$ cat config.mk
export PLATFORM = sky130hd
export DESIGN_NAME = uart_receiver_with_ring_buffer_core_flat
export DESIGN_NICKNAME = d
export VERILOG_FILES = /design/src/hdl/urrb_pkg.sv /design/src/hdl/urrb_if.sv /design/src/hdl/urrb_ram.sv /design/src/hdl/urrb_front.sv /design/src/hdl/urrb_back.sv /design/src/hdl/uart_receiver_with_ring_buffer_core.sv /design/src/flat_wrapper.sv
export SDC_FILE = /design/constraint.sdc
export NUM_CORES = 1
export LEC_CHECK = 0
export BUFFER_PORTS_ARGS = -buffer_cell sky130_fd_sc_hd__buf_2
export CORE_MARGIN = 2
export CORE_UTILIZATION = 56
export DETAILED_ROUTE_END_ITERATION = 8
export PLACE_DENSITY = 0.84
export SLEW_MARGIN = 0
export SYNTH_ARGS = -nofsm -noshare
export SYNTH_HDL_FRONTEND = slang
export SYNTH_SLANG_ARGS = --single-unit
$ cat constraint.sdc
create_clock -name clock -period 4.34 [get_ports clock]
set_input_delay 0.651 -clock clock [delete_from_list [all_inputs] [get_ports clock]]
set_output_delay 0.651 -clock clock [all_outputs]
set_load 0.01 [all_outputs]
$ cat src/hdl/urrb_pkg.sv
// Package for the serial receiver with receive ring buffer.
// Holds shared types, command codes and fixed constants; no dependencies.
package urrb_pkg;

   localparam int TickRateHz  = 1000000;
   localparam int DefaultBaud = 19200;

   localparam logic [15:0] BIT_PERIOD_RESET = 16'(TickRateHz / DefaultBaud);
   localparam logic [7:0]  EMPTY_CHAR       = 8'd35;

   // Request command codes.
   localparam logic CMD_TICK = 1'b0;
   localparam logic CMD_READ = 1'b1;

   // Depth of the output queue that holds responses in the back.
   localparam int QDepth = 3;

   typedef enum logic [2:0] {
      RX_IDLE = 3'b001,
      RX_DATA = 3'b010,
      RX_STOP = 3'b100
   } rx_state_type;

   // What the front hands to the back for one request.
   typedef struct packed {
      logic       valid;
      logic       is_read;
      logic       popped;
      logic       done;
      logic [3:0] avail;
   } front_out_type;

   typedef struct packed {
      logic [7:0] read_data;
      logic       read_valid;
      logic       byte_done;
      logic [3:0] bytes_available;
   } result_type;

endpackage

$ cat src/hdl/urrb_if.sv
// Request and response channel interfaces of the serial receiver.
// Plain valid/ready channels; no dependencies.
interface urrb_req_if;
   logic valid;
   logic ready;
   logic cmd;
   logic line_level;

   modport source (output valid, output cmd, output line_level, input ready);
   modport sink   (input valid, input cmd, input line_level, output ready);
endinterface

interface urrb_rsp_if;
   logic       valid;
   logic       ready;
   logic [7:0] read_data;
   logic       read_valid;
   logic       byte_done;
   logic [3:0] bytes_available;

   modport source (output valid, output read_data, output read_valid,
                   output byte_done, output bytes_available, input ready);
   modport sink   (input valid, input read_data, input read_valid,
                   input byte_done, input bytes_available, output ready);
endinterface

$ cat src/hdl/urrb_ram.sv
// Generic single-write, single-read RAM with registered read data.
// No dependencies.
module urrb_ram #(
   parameter int WIDTH = 8,
   parameter int DEPTH = 16,
   localparam int AddrW = (DEPTH > 1) ? $clog2(DEPTH) : 1
) (
   input  logic             clock,
   input  logic             wr_en,
   input  logic [AddrW-1:0] wr_addr,
   input  logic [WIDTH-1:0] wr_data,
   input  logic             rd_en,
   input  logic [AddrW-1:0] rd_addr,
   output logic [WIDTH-1:0] rd_data
);

   logic [WIDTH-1:0] mem_ff [DEPTH];
   logic [WIDTH-1:0] rd_data_ff;

   always_ff @(posedge clock) begin
      if (wr_en) begin
         mem_ff[wr_addr] <= wr_data;
      end
      if (rd_en) begin
         rd_data_ff <= mem_ff[rd_addr];
      end
   end

   assign rd_data = rd_data_ff;

endmodule

$ cat src/hdl/urrb_front.sv
// Front of the serial receiver: accepts requests, runs the bit timer and
// receive state machine, keeps the ring indices and drives the byte RAM.
// Depends on urrb_pkg and urrb_if.
module urrb_front import urrb_pkg::*; #(
   parameter int BUF_DEPTH = 16,
   localparam int IdxW = $clog2(BUF_DEPTH)
) (
   input  logic            clock,
   input  logic            reset,
   input  logic            csr_wr_en,
   input  logic [15:0]     csr_wr_data,
   urrb_req_if.sink        req_chan,
   input  logic            room,
   output front_out_type   fout,
   output logic            ram_wr_en,
   output logic [IdxW-1:0] ram_wr_addr,
   output logic [7:0]      ram_wr_data,
   output logic            ram_rd_en,
   output logic [IdxW-1:0] ram_rd_addr
);

   rx_state_type    state_ff, state_in;
   logic [2:0]      bitcnt_ff, bitcnt_in;
   logic [15:0]     timer_ff, timer_in;
   logic [15:0]     period_ff;
   logic [7:0]      shreg_ff, shreg_in;
   logic            prev_ff, prev_in;
   logic [IdxW-1:0] wr_idx_ff, wr_idx_in;
   logic [IdxW-1:0] rd_idx_ff, rd_idx_in;

   logic            accept;
   logic            popped;
   logic            done;
   logic [15:0]     timer_inc;
   logic            fire;
   logic [IdxW:0]   count;
   logic [IdxW+4:0] count_ext;

   assign accept         = req_chan.valid && room;
   assign req_chan.ready = room;

   assign timer_inc = timer_ff + 16'd1;
   // A timer that wrapped to zero also samples, so a zero period acts as one.
   assign fire      = (timer_inc >= period_ff) || (timer_inc == 16'd0);

   always_comb begin
      state_in  = state_ff;
      bitcnt_in = bitcnt_ff;
      timer_in  = timer_ff;
      shreg_in  = shreg_ff;
      prev_in   = prev_ff;
      wr_idx_in = wr_idx_ff;
      rd_idx_in = rd_idx_ff;
      popped    = 1'b0;
      done      = 1'b0;
      if (accept) begin
         if (req_chan.cmd == CMD_READ) begin
            if (wr_idx_ff != rd_idx_ff) begin
               popped    = 1'b1;
               rd_idx_in = (rd_idx_ff == IdxW'(BUF_DEPTH - 1)) ? '0 : rd_idx_ff + IdxW'(1);
            end
         end else begin
            prev_in = req_chan.line_level;
            unique case (state_ff)
               RX_IDLE: begin
                  if (prev_ff && !req_chan.line_level) begin
                     state_in  = RX_DATA;
                     bitcnt_in = 3'd0;
                     timer_in  = 16'd0;
                  end
               end
               RX_DATA: begin
                  timer_in = fire ? 16'd0 : timer_inc;
                  if (fire) begin
                     // LSB arrives first, so shift in from the top.
                     shreg_in  = {req_chan.line_level, shreg_ff[7:1]};
                     bitcnt_in = bitcnt_ff + 3'd1;
                     if (bitcnt_ff == 3'd7) begin
                        state_in = RX_STOP;
                     end
                  end
               end
               RX_STOP: begin
                  timer_in = fire ? 16'd0 : timer_inc;
                  if (fire) begin
                     state_in  = RX_IDLE;
                     done      = 1'b1;
                     wr_idx_in = (wr_idx_ff == IdxW'(BUF_DEPTH - 1)) ? '0
                                                                     : wr_idx_ff + IdxW'(1);
                  end
               end
               default: begin
                  state_in = RX_IDLE;
               end
            endcase
         end
      end
   end

   assign count = {1'b0, wr_idx_in} - {1'b0, rd_idx_in}
                + ((wr_idx_in < rd_idx_in) ? (IdxW+1)'(BUF_DEPTH) : '0);
   assign count_ext = (IdxW+5)'(count);

   always_comb begin
      fout.valid   = accept;
      fout.is_read = (req_chan.cmd == CMD_READ);
      fout.popped  = popped;
      fout.done    = done;
      fout.avail   = count_ext[3:0];
   end

   // The assembled byte is written once, when the stop sample ends it.
   assign ram_wr_en   = done;
   assign ram_wr_addr = wr_idx_ff;
   assign ram_wr_data = shreg_ff;
   assign ram_rd_en   = popped;
   assign ram_rd_addr = rd_idx_ff;

   always_ff @(posedge clock) begin
      if (reset) begin
         state_ff  <= RX_IDLE;
         bitcnt_ff <= 3'd0;
         timer_ff  <= 16'd0;
         period_ff <= BIT_PERIOD_RESET;
         prev_ff   <= 1'b1;
         wr_idx_ff <= '0;
         rd_idx_ff <= '0;
      end else begin
         state_ff  <= state_in;
         bitcnt_ff <= bitcnt_in;
         timer_ff  <= timer_in;
         prev_ff   <= prev_in;
         wr_idx_ff <= wr_idx_in;
         rd_idx_ff <= rd_idx_in;
         if (csr_wr_en) begin
            period_ff <= csr_wr_data;
         end
      end
   end

   always_ff @(posedge clock) begin
      shreg_ff <= shreg_in;
   end

endmodule

$ cat src/hdl/urrb_back.sv
// Back of the serial receiver: joins front records with RAM read data and
// queues finished responses. Depends on urrb_pkg and urrb_if.
module urrb_back import urrb_pkg::*; (
   input  logic          clock,
   input  logic          reset,
   input  front_out_type fout,
   input  logic [7:0]    ram_rd_data,
   output logic          room,
   urrb_rsp_if.source    rsp_chan
);

   localparam int PtrW = $clog2(QDepth);
   localparam int CntW = $clog2(QDepth + 1);

   front_out_type p1_ff;
   result_type    res;
   result_type    q_ff [QDepth];
   logic [PtrW-1:0] head_ff, tail_ff;
   logic [CntW-1:0] cnt_ff;
   logic            push;
   logic            pop;

   always_ff @(posedge clock) begin
      if (reset) begin
         p1_ff <= '0;
      end else begin
         p1_ff <= fout;
      end
   end

   always_comb begin
      res.read_data       = p1_ff.is_read ? (p1_ff.popped ? ram_rd_data : EMPTY_CHAR)
                                          : 8'd0;
      res.read_valid      = p1_ff.popped;
      res.byte_done       = p1_ff.done;
      res.bytes_available = p1_ff.avail;
   end

   assign push = p1_ff.valid;
   assign pop  = rsp_chan.valid && rsp_chan.ready;
   // Room counts the request in the join stage, which always enters the queue.
   assign room = ((CntW+1)'(cnt_ff) + (CntW+1)'(p1_ff.valid)) < (CntW+1)'(QDepth);

   always_ff @(posedge clock) begin
      if (reset) begin
         head_ff <= '0;
         tail_ff <= '0;
         cnt_ff  <= '0;
      end else begin
         if (push) begin
            tail_ff <= (tail_ff == PtrW'(QDepth - 1)) ? '0 : tail_ff + PtrW'(1);
         end
         if (pop) begin
            head_ff <= (head_ff == PtrW'(QDepth - 1)) ? '0 : head_ff + PtrW'(1);
         end
         if (push && !pop) begin
            cnt_ff <= cnt_ff + CntW'(1);
         end else if (pop && !push) begin
            cnt_ff <= cnt_ff - CntW'(1);
         end
      end
   end

   always_ff @(posedge clock) begin
      if (push) begin
         q_ff[tail_ff] <= res;
      end
   end

   assign rsp_chan.valid           = (cnt_ff != '0);
   assign rsp_chan.read_data       = q_ff[head_ff].read_data;
   assign rsp_chan.read_valid      = q_ff[head_ff].read_valid;
   assign rsp_chan.byte_done       = q_ff[head_ff].byte_done;
   assign rsp_chan.bytes_available = q_ff[head_ff].bytes_available;

endmodule

$ cat src/hdl/uart_receiver_with_ring_buffer_core.sv
// Serial 8N1 receiver with a receive ring buffer, top level.
// A response passes through the RAM read and join stage and then the output
// queue before it is offered.
// Throughput: one request per cycle while the back has room.
// Reset is synchronous and clears receiver, timer, indices and queue; the
// bit period returns to 52. The byte RAM is not cleared.
module uart_receiver_with_ring_buffer_core import urrb_pkg::*; #(
   parameter int BUF_DEPTH = 16
) (
   input  logic        clock,
   input  logic        reset,
   input  logic        csr_wr_en,
   input  logic [15:0] csr_wr_data,
   urrb_req_if.sink    req_chan,
   urrb_rsp_if.source  rsp_chan
);

   localparam int IdxW = $clog2(BUF_DEPTH);

   front_out_type   fout;
   logic            room;
   logic            ram_wr_en;
   logic [IdxW-1:0] ram_wr_addr;
   logic [7:0]      ram_wr_data;
   logic            ram_rd_en;
   logic [IdxW-1:0] ram_rd_addr;
   logic [7:0]      ram_rd_data;

   // The front handles every request in the cycle it is accepted: ticks
   // advance the receiver, reads of a non-empty buffer move the read index and start a RAM read.
   urrb_front #(
      .BUF_DEPTH (BUF_DEPTH)
   ) u_front (
      .clock       (clock),
      .reset       (reset),
      .csr_wr_en   (csr_wr_en),
      .csr_wr_data (csr_wr_data),
      .req_chan    (req_chan),
      .room        (room),
      .fout        (fout),
      .ram_wr_en   (ram_wr_en),
      .ram_wr_addr (ram_wr_addr),
      .ram_wr_data (ram_wr_data),
      .ram_rd_en   (ram_rd_en),
      .ram_rd_addr (ram_rd_addr)
   );

   // Ring buffer storage. A byte written at one edge is readable by a read
   // issued at the next, so a read right after a completed byte sees it.
   urrb_ram #(
      .WIDTH (8),
      .DEPTH (BUF_DEPTH)
   ) u_ram (
      .clock   (clock),
      .wr_en   (ram_wr_en),
      .wr_addr (ram_wr_addr),
      .wr_data (ram_wr_data),
      .rd_en   (ram_rd_en),
      .rd_addr (ram_rd_addr),
      .rd_data (ram_rd_data)
   );

   // The back lines up the RAM data with its request and queues the
   // response, so a stalled consumer does not stop the front at once.
   urrb_back u_back (
      .clock       (clock),
      .reset       (reset),
      .fout        (fout),
      .ram_rd_data (ram_rd_data),
      .room        (room),
      .rsp_chan    (rsp_chan)
   );

   // A tick never reads the RAM and a read never writes it.
   a_ram_one_port: assert property (@(posedge clock) disable iff (reset)
      !(ram_wr_en && ram_rd_en))
      else $error("RAM written and read in the same cycle");

   // A response cannot both pop a byte and complete one.
   a_rsp_kind: assert property (@(posedge clock) disable iff (reset)
      rsp_chan.valid |-> !(rsp_chan.read_valid && rsp_chan.byte_done))
      else $error("response both popped and completed a byte");

   // Without a popped byte the data is either zero (tick) or the empty mark.
   a_empty_mark: assert property (@(posedge clock) disable iff (reset)
      (rsp_chan.valid && !rsp_chan.read_valid && (rsp_chan.read_data != 8'd0))
      |-> (rsp_chan.read_data == EMPTY_CHAR))
      else $error("unexpected data on a response without a popped byte");

   // Nothing is offered in the first cycle after reset is released.
   a_reset_quiet: assert property (@(posedge clock)
      ($past(reset) && !reset) |-> !rsp_chan.valid)
      else $error("response offered right after reset");

endmodule
$ cat src/flat_wrapper.sv
// flat-port wrapper written by rule: the top's interface ports become plain ports
module uart_receiver_with_ring_buffer_core_flat import urrb_pkg::*;
#(
   parameter int BUF_DEPTH = 16
)
  (clock, reset, csr_wr_en, csr_wr_data, req_chan_valid, req_chan_cmd, req_chan_line_level, req_chan_ready, rsp_chan_valid, rsp_chan_read_data, rsp_chan_read_valid, rsp_chan_byte_done, rsp_chan_bytes_available, rsp_chan_ready);
  urrb_req_if req_chan_i ();
  urrb_rsp_if rsp_chan_i ();
  input  logic clock;
  input  logic reset;
  input  logic csr_wr_en;
  input  logic [15:0] csr_wr_data;
  input wire logic [$bits(req_chan_i.valid)-1:0] req_chan_valid;
  input wire logic [$bits(req_chan_i.cmd)-1:0] req_chan_cmd;
  input wire logic [$bits(req_chan_i.line_level)-1:0] req_chan_line_level;
  output wire logic [$bits(req_chan_i.ready)-1:0] req_chan_ready;
  output wire logic [$bits(rsp_chan_i.valid)-1:0] rsp_chan_valid;
  output wire logic [$bits(rsp_chan_i.read_data)-1:0] rsp_chan_read_data;
  output wire logic [$bits(rsp_chan_i.read_valid)-1:0] rsp_chan_read_valid;
  output wire logic [$bits(rsp_chan_i.byte_done)-1:0] rsp_chan_byte_done;
  output wire logic [$bits(rsp_chan_i.bytes_available)-1:0] rsp_chan_bytes_available;
  input wire logic [$bits(rsp_chan_i.ready)-1:0] rsp_chan_ready;
  assign req_chan_i.valid = req_chan_valid;
  assign req_chan_i.cmd = req_chan_cmd;
  assign req_chan_i.line_level = req_chan_line_level;
  assign req_chan_ready = req_chan_i.ready;
  assign rsp_chan_valid = rsp_chan_i.valid;
  assign rsp_chan_read_data = rsp_chan_i.read_data;
  assign rsp_chan_read_valid = rsp_chan_i.read_valid;
  assign rsp_chan_byte_done = rsp_chan_i.byte_done;
  assign rsp_chan_bytes_available = rsp_chan_i.bytes_available;
  assign rsp_chan_i.ready = rsp_chan_ready;
  uart_receiver_with_ring_buffer_core #(.BUF_DEPTH(BUF_DEPTH)) u_core (.clock(clock), .reset(reset), .csr_wr_en(csr_wr_en), .csr_wr_data(csr_wr_data), .req_chan(req_chan_i), .rsp_chan(rsp_chan_i));
endmodule
# Word-level counts from Yosys, hierarchy flattened
# Memories as Yosys holds them, arrays and structs flattened. A register that Yosys moved wholly into a read port is not among the register bits.
# Cells that the tools add are included.
# op_classes
bitwise_logic	1
addsub	11
n_reduce_logical	20
order_cmp	2
n_eq_ne	13
mux	39
# op_table
cell	n
4-bit two-way mux	9
16-bit two-way mux	2
16-bit one-hot mux with 2 select lines	1
3-bit two-way mux	6
16-bit by 1-bit adder with 16-bit output, second input constant	1
16-bit >= comparator	1
16-bit logical NOT	1
8-bit two-way mux	2
2-bit two-way mux	6
1-bit two-way mux	11
3-bit one-hot mux with 3 select lines	1
4-bit by 1-bit adder with 4-bit output, second input constant	2
4-bit equality test, second input constant	2
2-bit inequality test, second input constant	4
4-bit AND reduction	2
2-bit nonzero test	4
2-bit by 1-bit adder with 2-bit output, second input constant	3
3-bit equality test, second input constant	2
3-bit one-hot mux with 2 select lines	1
6-bit AND reduction	1
1-bit logical AND	5
5-bit AND reduction	1
4-bit adder, second input constant	1
2-bit equality test, second input constant	2
13 further kinds	15
# totals
out_inout_bits	16
mem_bits_rw	170
register_bits	69
n_memories	2
# memory_table
memory	words	word_bits	rd	rd_clocked_by_memory_dff	write_ports	line	source
u_core.u_ram.mem_ff	16	8	1	1	1	urrb_ram.sv:17	logic [WIDTH-1:0] mem_ff [DEPTH];
u_core.u_back.q_ff	3	14	1	1	1	urrb_back.sv:17	result_type q_ff [QDepth];

# Logic depth before layout (Yosys ltp)
# depth
word_depth	9
ltp_mapped	23
ltp_nobuf	21

# By module
# From an unflattened synthesis, not the netlist that was laid out.
# unflattened
cells_unflattened	756
hier_area_um2	10739.0
# modules_own_cells
mod	n_inst	area_each_um2	seq_area_each_um2	cells_per_inst
urrb_ram	1	5227.5	4083.9	229
urrb_front	1	3342.0	1181.1	375
urrb_back	1	2169.6	1581.5	152

# Least setup slack after synthesis
# OpenSTA, ideal clock, no wires.
# synth_timing
path_kind	register to register
start	register u_core.u_front.timer_ff[0]
end	register u_core.u_back.p1_ff[3] (netlist name)
path_stages_with_launch	23
path_buffers	2
period_less_slack_ns	4.155
setup_time_ns	0.116
t_required_ns	4.224
arrival_time_ns	4.039
setup_slack_ns	0.185
cell_sequence	dfxtp_1 ha_1 buf_2 nand3_1 nor2_1 nor2b_1 or2_2 ha_1 nand4_1 a31oi_1 o31ai_1 o211ai_4 buf_6 nand3_4 mux2i_2 inv_1 ha_1 nor2b_1 o21ai_0 nand2b_1 xnor2_1 nor2_1 a31o_1
# synth_between
elab_chain_len	9
word_cells_on_any_way	10
# synth_lines
element	line	source
start: declaration	urrb_front.sv:24	logic [15:0] timer_ff, timer_in;
start signal: assignment	urrb_front.sv:131	timer_ff <= timer_in;
16-bit by 1-bit adder with 16-bit output *	urrb_front.sv:42	assign timer_inc = timer_ff + 16'd1;
16-bit >= comparator / 16-bit logical NOT (equally long branches)	urrb_front.sv:44	assign fire = (timer_inc >= period_ff) || (timer_inc == 16'd0);
1-bit logical OR *	urrb_front.sv:44	
4-bit two-way mux *	urrb_front.sv:85	if (fire) begin
4-bit two-way mux *	urrb_front.sv:64	unique case (state_ff)
4-bit two-way mux *	urrb_front.sv:57	if (req_chan.cmd == CMD_READ) begin
4-bit two-way mux *	urrb_front.sv:56	if (accept) begin
named net u_core.u_front.wr_idx_in[1]	urrb_front.sv:28	logic [IdxW-1:0] wr_idx_ff, wr_idx_in;
4-bit subtractor *	urrb_front.sv:100	assign count = {1'b0, wr_idx_in} - {1'b0, rd_idx_in}
4-bit adder *	urrb_front.sv:101	+ ((wr_idx_in < rd_idx_in) ? (IdxW+1)'(BUF_DEPTH) : '0);
end signal: assignment	urrb_back.sv:27	p1_ff <= fout;
end: declaration	urrb_back.sv:15	front_out_type p1_ff;
# Mark *: on every way through the listed nets, which the timed path passes. The rest lies on a longest branch.
# A chain may end at the register's enable or synchronous reset.

# Final worst setup path
# layout_timing
start	register u_core.u_front.timer_ff[7]
end	register u_core.u_back.p1_ff[3] (netlist name)
# The elaborated chain is that of the path after synthesis.

==> impl_summary.log <==
[metrics] fraction of post-synthesis cell area in the top cell type by area: between 50% and 60%
[metrics] die span in y: approximately 140 um
[metrics] type of the worst setup path: reg2reg
[metrics] outcome: complete, no violations
[metrics] critical path startpoint category: flip-flop
[metrics] number of filler cells placed in the layout: 1235
[metrics] final period utilization: approximately 90%
[metrics] highest layer used for signal routing: met4
[metrics] critical path's slowest cell: sky130_fd_sc_hd__dfxtp_1
[metrics] most used flip-flop cell after synthesis: sky130_fd_sc_hd__edfxtp_1
[metrics] post-route setup TNS: 0 ns
[metrics] Via Count: about 6000
[metrics] worst supply voltage drop on vdd: around 0.00026 V
[metrics] number of instances in the synthesized netlist: 730
[metrics] clock tree from TritonCTS: built
[metrics] highest clock rate: 249.2 MHz
[metrics] register-to-register path setup slack: roughly 0.33 ns
[metrics] worst hold-check path type: in2reg
[metrics] Cell variety after synth: 64
[metrics] average wire length per cell after detail routing: roughly 20 um
[metrics] via count of the first global-routing pass: 5912
[metrics] metal2 WL: roughly 10000 um
[metrics] clock latency on the worst-skew pair: between 0.5 and 0.6 ns
[metrics] Initial Utilization: between 50% and 60%
[metrics] antenna-violating nets left: 0
[metrics] delay of the slowest critical-path stage: approximately 0.50 ns
[metrics] cell area after synthesis: about 0.011 mm2
[metrics] startpoint of the tightest hold check path: req_chan_line_level
[metrics] Max FO, Critical Path: 7
[metrics] maximum number of pins on one net before global-route repair: 38
[metrics] DRC Markers: 0
[metrics] CTS Hold Buffers Added: 0
[metrics] die span in x: about 140 um
[metrics] Antenna diodes: 0
[metrics] first-pass GRT wire length: approximately 32000 um
[metrics] number of buffers inserted during clock tree synthesis: 24
[metrics] Detailed Route WL: ~20000 um
[metrics] number of synthesized flops with an enable pin: ~190
[metrics] initial antenna violation count: 0
[metrics] wire length the detailed router placed on met1: 8759 um
[metrics] Max-Cap Viols: 0
[metrics] length of routed met3 wiring: between 1000 and 1500 um
[metrics] Final Hold Fails: 0
[metrics] count of final max-slew check failures: 0
[metrics] violation count after the first detailed-routing iteration: around 830
[metrics] sequential cell area fraction in the yosys report: 64.48%
[metrics] minimum clock period: between 4 and 5 ns
[metrics] cell-by-cell trace of the critical path: nand4_1 -> buf_4 -> nor2_1 -> and3_1 -> xor2_1 -> ha_1 -> nand2_1 -> o211ai_1 -> o31ai_2 -> o211ai_4 -> nand3_4 -> mux2i_4 -> inv_1 -> ha_1 -> nor2b_1 -> o21ai_1 -> nand2b_1 -> xnor2_1 -> nor2_1 -> a31o_1
[metrics] Vias per Instance: 5.955
[metrics] post-synthesis area per instance: 14.54 um2
[metrics] sort of element at the end of the critical path: flip-flop
[metrics] most frequent cells after synthesis: 186 x sky130_fd_sc_hd__edfxtp_1, 65 x sky130_fd_sc_hd__nor2_1, 63 x sky130_fd_sc_hd__dfxtp_1, 40 x sky130_fd_sc_hd__mux4_2, 39 x sky130_fd_sc_hd__nand2_1
[metrics] first-pass detailed-route iteration total: 5
[metrics] power density relative to cell area: 412.6 mW/mm2
[metrics] H-tree depth reported by CTS: 1
[metrics] Worst Slack Setup Final: between 0.3 and 0.4 ns
[metrics] Global Route Usage Sum: approximately a fifth
[metrics] cell with the most instances after synthesis: sky130_fd_sc_hd__edfxtp_1
[metrics] syn_nets: ~790
[metrics] Total Nets Final: 839
[metrics] clock sink count: 249
[metrics] RR Startpoint: u_core.u_front.timer_ff[7]
[metrics] Port Buf Inserts: 38
[metrics] remaining global-route overflow: 0
[metrics] layout cells sized above 1: 22.40%
[metrics] Hold Path Stages: 1
[metrics] cell types occupying the most area after synthesis: sky130_fd_sc_hd__edfxtp_1 53%, sky130_fd_sc_hd__dfxtp_1 12%, sky130_fd_sc_hd__mux4_2 8.5%
[metrics] Detail Placement HPWL: roughly 13000 um
[metrics] maximum count of clock buffers along a single path: 3
[metrics] depth of the worst register-to-register path: 20
[metrics] area of the die: approximately 0.02 mm2
[metrics] Rel. slew slack: 20.82%
[metrics] Worst path top cell family by delay: compound AO/OA/AOI/OAI gates
[metrics] RSZ-0062 raised after global routing: no
[metrics] placement row count: 50
[metrics] critical path arrival: about 4.4 ns
[metrics] clk root buf: sky130_fd_sc_hd__clkbuf_16
[metrics] CORE AREA: around 0.019 mm2
[metrics] FFs w/ async S/R, synth: 0%
[metrics] static leakage: 0.004238 uW
[metrics] Synth Register Bits: ~250
[metrics] number of ports placed on the die boundary: 39
[metrics] sink of the worst hold path: u_core.u_front.ram_wr_data[7]
[metrics] Final setup violation count: 0
[metrics] Worst-Margin Slew: ~1.2 ns
[metrics] synthesis warning total: 0
[metrics] buffering stage count on the worst path with inverters included: 2
[metrics] area growth from synthesis to layout: 12.80%
[metrics] Worst Setup Slack post-DPL: 0.1375 ns
[metrics] destination of the worst register-to-register timing path: u_core.u_back.p1_ff[3]
[metrics] Reg clk slew, reported paths: 0.06 ns
[metrics] cell type with the highest aggregate area in the netlist: sky130_fd_sc_hd__edfxtp_1
[metrics] RD Place Congestion: between 0.8 and 0.9
[metrics] required time at the worst-slack endpoint: around 4.7 ns
[metrics] clock tree skew after final layout: ~0.025 ns
## sequential cells by signal, summed over array words and instances (netlist names), 7 cells and up, named ones only
signal,cells
u_core.u_ram.mem_ff,128
u_core.u_back.q_ff,42
u_core.u_front.period_ff,16
u_core.u_front.timer_ff,16
u_core.u_front.ram_wr_data,8
u_core.u_ram.rd_data,8
u_core.u_back.p1_ff,7
## through the flow
stage          std cells  util (%)  power (uW)  hold WS (ns)  cell area (um2)
6_report            1033     64.24        4942        0.3585            11980
5_1_grt             1033     64.24        5099        0.3652            11980
4_1_cts             1032     63.92        4977        0.3539            11920
3_5_place_dp         991     59.82        2984        0.4424            11150
3_3_place_gp         991     59.82        2973        0.4265            11150
2_1_floorplan        730         -        2877        0.4210            10620
## kinds of logic (layout without fill, tap and decap cells)
family                     count (synthesis)  count (layout)  share of synthesized area [%]
DFF                                      249             249                          64.48
and+or+nand+nor                          190             190                          9.191
AOI/OAI and AO/OA                         92              92                          6.081
muxes                                     71              71                          11.45
buffers and inverters                     70             139                          2.805
adders and majority gates                 32              32                          3.842
xor gates and xnor gates                  26              26                          2.145
## cell usage in the layout (no fill, tap or decap), types with 5 or more instances in the layout
cell / n
sky130_fd_sc_hd__nand4_1: 14
sky130_fd_sc_hd__buf_4: 31
sky130_fd_sc_hd__nand2b_1: 8
sky130_fd_sc_hd__dfxtp_1: 57
sky130_fd_sc_hd__edfxtp_1: 186
sky130_fd_sc_hd__nor3_1: 12
sky130_fd_sc_hd__clkbuf_1: 5
sky130_fd_sc_hd__a22oi_1: 13
sky130_fd_sc_hd__a21oi_1: 18
sky130_fd_sc_hd__xor2_1: 12
sky130_fd_sc_hd__nor2_1: 64
sky130_fd_sc_hd__o211ai_1: 5
sky130_fd_sc_hd__nand2_1: 39
sky130_fd_sc_hd__mux4_2: 40
sky130_fd_sc_hd__and3_1: 10
sky130_fd_sc_hd__nand3_1: 9
sky130_fd_sc_hd__mux2i_1: 29
sky130_fd_sc_hd__dfxtp_2: 5
sky130_fd_sc_hd__buf_2: 38
sky130_fd_sc_hd__o21ai_0: 22
sky130_fd_sc_hd__xnor2_1: 13
sky130_fd_sc_hd__ha_1: 31
sky130_fd_sc_hd__nor2b_1: 5
sky130_fd_sc_hd__clkbuf_16: 24
sky130_fd_sc_hd__inv_1: 28
## worst reg2reg max path, stage by stage, from the launching register on
cell and delay (ns):
sky130_fd_sc_hd__dfxtp_1 0.50, sky130_fd_sc_hd__nand4_1 0.16, sky130_fd_sc_hd__buf_4 0.19, sky130_fd_sc_hd__nor2_1 0.11, sky130_fd_sc_hd__and3_1 0.18, sky130_fd_sc_hd__xor2_1 0.20, sky130_fd_sc_hd__ha_1 0.29, sky130_fd_sc_hd__nand2_1 0.09
sky130_fd_sc_hd__o211ai_1 0.13, sky130_fd_sc_hd__o31ai_2 0.36, sky130_fd_sc_hd__o211ai_4 0.14, sky130_fd_sc_hd__nand3_4 0.14, sky130_fd_sc_hd__mux2i_4 0.29, sky130_fd_sc_hd__inv_1 0.07, sky130_fd_sc_hd__ha_1 0.27, sky130_fd_sc_hd__nor2b_1 0.13
sky130_fd_sc_hd__o21ai_1 0.13, sky130_fd_sc_hd__nand2b_1 0.08, sky130_fd_sc_hd__xnor2_1 0.17, sky130_fd_sc_hd__nor2_1 0.06, sky130_fd_sc_hd__a31o_1 0.22
## how the worst max path moves through the flow
stage	from	endpoint	slack, ns	cells past startpoint
2_1_floorplan	u_core.u_front.timer_ff[0]	u_core.u_back.p1_ff[3]	0.19	22
3_3_place_gp	u_core.u_front.timer_ff[0]	u_core.u_back.p1_ff[3]	0.29	20
3_5_place_dp	u_core.u_front.timer_ff[0]	u_core.u_back.p1_ff[3]	0.14	19
4_1_cts	u_core.u_front.timer_ff[2]	u_core.u_back.p1_ff[3]	0.04	18
5_1_grt	u_core.u_front.timer_ff[1]	u_core.u_back.p1_ff[3]	0.02	20
6_report	u_core.u_front.timer_ff[7]	u_core.u_back.p1_ff[3]	0.33	20
## per-layer routing
layer | track usage (%) | vias up
met1 | 28.59 | 3027
met5 | 0 | -
met3 | 2.801 | 27
li1 | - | 2868
met4 | 5.158 | 0
met2 | 34.11 | 230
## final cells by class
cell class,instances,area (um2),share of cell area [%]
Multi-Input combinational cell,411,3523,29.42
Timing Repair Buffer,70,434.2,3.625
Inverter,28,105.1,0.8776
Tap cell,234,292.8,2.445
Clock buffer,32,654.4,5.464
Sequential cell,249,6857,57.25
Clock inverter,9,110.1,0.9194
## repair_timing
item,in CTS,in global routing
endpoints found under the setup margin,0,1
gates resized for setup,0,16
setup buffers,0,1
## power by group
group,switching [uW],internal [uW]
logic,166,132
clock network,832,1180
registers,56.5,2580
total,1050,3890
Power figures use the tool's default switching activity.
